### config.mk
export PLATFORM = sky130hd
export DESIGN_NAME = sat_ctrl
export DESIGN_NICKNAME = d
export VERILOG_FILES = /design/src/sat_pkg.sv /design/src/sat_ctrl.sv
export SDC_FILE = /design/constraint.sdc
export NUM_CORES = 1
export LEC_CHECK = 0
export ABC_AREA = 1
export BUFFER_PORTS_ARGS = -buffer_cell sky130_fd_sc_hd__buf_2
export CORE_AREA = 4 4 41 43
export DETAILED_ROUTE_END_ITERATION = 8
export DIE_AREA = 0 0 45 47
export PLACE_DENSITY_LB_ADDON = 0.1
export SLEW_MARGIN = 25
export SYNTH_ARGS = -nofsm -noshare
export SYNTH_HDL_FRONTEND = slang
export SYNTH_SLANG_ARGS = --single-unit
### constraint.sdc
create_clock -name clk -period 3.1 [get_ports clk]
set_clock_uncertainty 0.2 [all_clocks]
set_input_delay 0.31 -clock clk [delete_from_list [all_inputs] [get_ports clk]]
set_output_delay 0.31 -clock clk [all_outputs]
set_load 0.02 [all_outputs]
### src/sat_pkg.sv
`timescale 1ns / 1ps
// Shared types, codes and constants for the summed-area table block.
// No dependencies; every other file of the block except sat_ram imports this package.
package sat_pkg;

	localparam int MAX_ROWS_DEF = 64;
	localparam int MAX_COLS_DEF = 64;

	localparam int SUM_W     = 44;
	localparam int ELEM_W    = 32;
	localparam int POS_W     = 6;
	localparam int CFG_W     = 7;
	localparam int CFG_IDX_W = 1;
	localparam int STAT_W    = 2;

	localparam logic [CFG_W-1:0] CFG_RESET = 7'd64;

	// register indexes
	localparam logic [CFG_IDX_W-1:0] CFG_ROWS = 1'b0;
	localparam logic [CFG_IDX_W-1:0] CFG_COLS = 1'b1;

	// commands
	localparam logic CMD_LOAD  = 1'b0;
	localparam logic CMD_QUERY = 1'b1;

	// status codes
	localparam logic [STAT_W-1:0] STAT_OK    = 2'd0;
	localparam logic [STAT_W-1:0] STAT_RANGE = 2'd1;
	localparam logic [STAT_W-1:0] STAT_EMPTY = 2'd2;

	typedef struct packed {
		logic                     cmd;
		logic signed [ELEM_W-1:0] elem_value;
		logic [POS_W-1:0]         top_row;
		logic [POS_W-1:0]         left_col;
		logic [POS_W-1:0]         bottom_row;
		logic [POS_W-1:0]         right_col;
	} item_t;

	typedef struct packed {
		logic signed [SUM_W-1:0] region_sum;
		logic [STAT_W-1:0]       status;
	} result_t;

	// controller to datapath
	typedef struct packed {
		logic capture;  // latch the accepted item
		logic rd_en;    // read one table term
		logic row_lo;   // term row: low corner minus one, else high corner
		logic col_lo;   // term column: low corner minus one, else high corner
		logic negate;   // subtract the term
		logic wr_en;    // store the finished entry and advance the load position
		logic emit;     // present the result
	} ctrl_cmd_t;

	// datapath to controller
	typedef struct packed {
		logic query;    // the item at the input is a query
		logic err;      // that query fails with a status code
	} ctrl_stat_t;

endpackage

### src/sat_ctrl.sv
`timescale 1ns / 1ps
// Sequencer of the summed-area table block: orders table reads, write and result.
// Depends on sat_pkg.
module sat_ctrl (
	input  logic                clk,
	input  logic                arst_n,
	input  logic                start,
	input  sat_pkg::ctrl_stat_t stat,
	output logic                busy,
	output sat_pkg::ctrl_cmd_t  cmd
);
	import sat_pkg::*;

	typedef enum logic [7:0] {
		S_IDLE = 8'b0000_0001,
		S_RD0  = 8'b0000_0010,
		S_RD1  = 8'b0000_0100,
		S_RD2  = 8'b0000_1000,
		S_RD3  = 8'b0001_0000,
		S_LAST = 8'b0010_0000,
		S_WR   = 8'b0100_0000,
		S_EMIT = 8'b1000_0000
	} state_t;

	state_t state_q, state_d;
	logic   is_query_q;
	logic   accept;

	assign busy   = (state_q != S_IDLE);
	assign accept = start && (state_q == S_IDLE);

	always_comb begin
		state_d = state_q;
		case (state_q)
			S_IDLE: begin
				if (accept) begin
					if (!stat.query) begin
						state_d = S_RD1;
					end else if (stat.err) begin
						state_d = S_EMIT;
					end else begin
						state_d = S_RD0;
					end
				end
			end
			S_RD0:   state_d = S_RD1;
			S_RD1:   state_d = S_RD2;
			S_RD2:   state_d = S_RD3;
			S_RD3:   state_d = S_LAST;
			S_LAST:  state_d = is_query_q ? S_EMIT : S_WR;
			S_WR:    state_d = S_IDLE;
			S_EMIT:  state_d = S_IDLE;
			default: state_d = S_IDLE;
		endcase
	end

	// term selection: query adds the outer corners and subtracts the side ones,
	// load adds the entries above and left and subtracts the one above-left
	always_comb begin
		cmd         = '0;
		cmd.capture = accept;
		case (state_q)
			S_RD0: begin
				cmd.rd_en = 1'b1;
			end
			S_RD1: begin
				cmd.rd_en  = 1'b1;
				cmd.row_lo = !is_query_q;
				cmd.col_lo = is_query_q;
				cmd.negate = is_query_q;
			end
			S_RD2: begin
				cmd.rd_en  = 1'b1;
				cmd.row_lo = is_query_q;
				cmd.col_lo = !is_query_q;
				cmd.negate = is_query_q;
			end
			S_RD3: begin
				cmd.rd_en  = 1'b1;
				cmd.row_lo = 1'b1;
				cmd.col_lo = 1'b1;
				cmd.negate = !is_query_q;
			end
			S_WR:    cmd.wr_en = 1'b1;
			S_EMIT:  cmd.emit  = 1'b1;
			default: ;
		endcase
	end

	always_ff @(posedge clk or negedge arst_n) begin
		if (!arst_n) begin
			state_q    <= S_IDLE;
			is_query_q <= 1'b0;
		end else begin
			state_q <= state_d;
			if (accept) begin
				is_query_q <= stat.query;
			end
		end
	end

`ifndef NO_ASSERTIONS
	a_accept_busy: assert property (@(posedge clk) disable iff (!arst_n)
		accept |=> busy)
		else $error("accepted item did not make the block busy");

	a_load_no_emit: assert property (@(posedge clk) disable iff (!arst_n)
		(state_q == S_EMIT) |-> is_query_q)
		else $error("load reached the result state");
`endif

endmodule

==> flow_metrics.tcl <==
set metrics [dict create \
    syn_nets 78 \
    min_path_type "in -> reg" \
    gp_congestion 0.8243 \
    p_per_area_nw_per_um2 876.3 \
    cts_root_buf "clkbuf_4" \
    synth_seq_cells 9 \
    grt_pass1_vias 458 \
    synth_top_cell_area_share_pct 35.24 \
    critical_path_class "reg -> out" \
    grt_max_degree 10 \
    rsz0062_at_grt "false" \
    grt-ovfl-total 0 \
    seq_area_frac_synth_pct 39.87 \
    cts_tree "built" \
    cts.path.max_buffers 2 \
    finalCritPeriodShare_pct 64.94 \
    fin_tns_setup_ps 0 \
    yosys.area.top_type "dfrtp_1" \
    tightest_slew_ps 210.7 \
    netlist_area_um2 568.0 \
    synthArstFlopShare_pct 100.0 \
    nets 95 \
    die_w_um 45 \
    avgSynthCellArea_um2 7.781 \
    path_clk_slew_ps 60 \
    yosysWarnings 0 \
    fin_crit_ps 2013 \
    post-synth-top-count-cell "nor2_1" \
    drt_iter0_markers 11 \
    ys_top_cells_by_area "dfrtp_1 (35%), nor2_1 (11%), nor2_4 (9.9%)" \
    wl_per_cell_um 10.82 \
    ios 13 \
    die-area_um2 2115 \
    finalMaxSlewViolations 0 \
    drive_gt1_share_pct 33.71 \
    worstPathMaxFanout 4 \
    multi_input_comb_area_um2 300.3 \
    antenna_cells 0 \
    coreArea_um2 1301 \
    drc 0 \
    ff_latch_area_um2 226.5 \
    synth_edf_count 0 \
    hold_viol 0 \
    cts_setup_buffers 0 \
    grt_pass1_wl_um 1973 \
    fill_cells 136 \
    h-tree-depth 1 \
    synth.distinct_cells 16 \
    start_kind "flop" \
    die_h_um 47 \
    clock_latency_ps 250 \
    arrival_ps 1500 \
    vias 503 \
    dr.pass1.iters 4 \
    cts_buffers 3 \
    p_leak_nw 0.3436 \
    start_util_pct 43.65 \
    viasPerCell 4.837 \
    rows 13 \
    dp_hpwl_um 944.5 \
    cp-end-kind "output pin" \
    fin_util_pct 51.92 \
    critical_path_required_ps 2590 \
    finalWirelength_um 1125 \
    setup_viol 0 \
    maxCapViolCount 0 \
    cts_sinks 9 \
    yosys-top-cells-count "nor2_1 (16), nand2_1 (12), inv_1 (9), dfrtp_1 (8), nand3_1 (8)" \
    track_usage_pct 13.50 \
    slew_headroom_pct 85.90 \
    netlist_instances 73 \
    peakVddDrop_uv 408.5 \
    port_buffers 12 \
    grt_antenna_before_repair 0 \
    ys.flop_type "dfrtp_1" \
    drtAntennaViolNets 0 \
    status "completed" \
    synthToLayoutAreaGrowth_pct 18.94 \
    max_freq_mhz 496.7 \
]
-- flip-flops by register name, indices dropped and copies added (netlist names) --
signal      cells
is_query_q      1
state_q         8
-- through the flow --
step	std cells	total power, mW	setup WS, ps	hold WS, ps	cell area, µm²
3_5_place_dp	99	0.5103	1356	-23.24	639.4
3_3_place_gp	99	0.5071	1362	-25.13	639.4
2_1_floorplan	73	0.4384	1441	-185.6	568.0
4_1_cts	104	0.6015	1069	7.909	675.6
5_1_grt	104	0.6463	955.9	9.755	675.6
6_report	104	0.5921	1087	13.96	675.6
-- cell families after synthesis --
kind of cell           Yosys count  synth area share [%]
AND/OR/NAND/NOR                 52                 51.10
buffers and inverters           10                 7.269
flip-flops                       9                 39.87
AO/OA/AOI/OAI                    2                 1.760
-- worst paths after layout --
| kind | from | to | slack [ps] | depth (start not counted) |
|---|---|---|---|---|
| worst min-delay path | stat[0] | state_q[1] | 10 | 2 |
| max in group asynchronous | arst_n | state_q[0] | 2210 | 2 |
| worst max-delay path | state_q[5] | cmd[3] | 1090 | 6 |
| worst max register to register | state_q[0] | state_q[7] | 1660 | 6 |
| worst min register to register | is_query_q | state_q[6] | 320 | 1 |
| min in group asynchronous | arst_n | state_q[2] | 250 | 2 |
-- cell usage in the layout, fill, tap and decap left out --
cell type	Yosys	layout
a21oi_1	1	1
buf_2	0	12
clkbuf_1	0	1
clkbuf_4	0	3
dfrtp_1	8	8
dfstp_2	1	1
dlygate4sd3_1	0	1
inv_1	9	9
nand2_1	12	12
nand2_2	2	2
nand2_4	1	1
nand3_1	8	8
nand3b_1	1	1
nand4_4	1	1
nor2_1	16	16
nor2_2	5	5
nor2_4	5	5
nor3_1	1	1
o21ai_0	1	1
-- worst max-delay path, stage by stage (launching register included) --
cell and delay (ps):
dfrtp_1 420, nor2_4 200, nand2_4 90, nor2_2 200
nand2_1 90, nand3_1 80, buf_2 170
-- power by group --
part	internal [mW]	leakage (nW)	switching, mW
Combinational	0.107	0.210	0.215
Clock	0.0495	0.0150	0.0386
Sequential	0.152	0.119	0.0308
-- repair_timing --
item	in CTS	in global routing
endpoints found under the setup margin	0	0
hold buffers	1	0
resized for setup	0	0
hold endpoints to repair	9	0
-- cell type report --
type                            count  area share, %
Multi-Input combinational cell     54          44.44
Tap cell                           15          2.778
Sequential cell                     9          33.52
Clock buffer                        4          3.889
Inverter                            9          5.000
Timing Repair Buffer               13          10.37
-- per-layer routing --
metal	wire length, µm	track usage, %	vias to the layer above
met5	0	0	-
met4	28	8.772	0
met3	58	2.299	4
met2	550	20.90	16
met1	488	17.37	224
li1	-	-	259
Note: power is estimated with default switching activity, not from simulation.
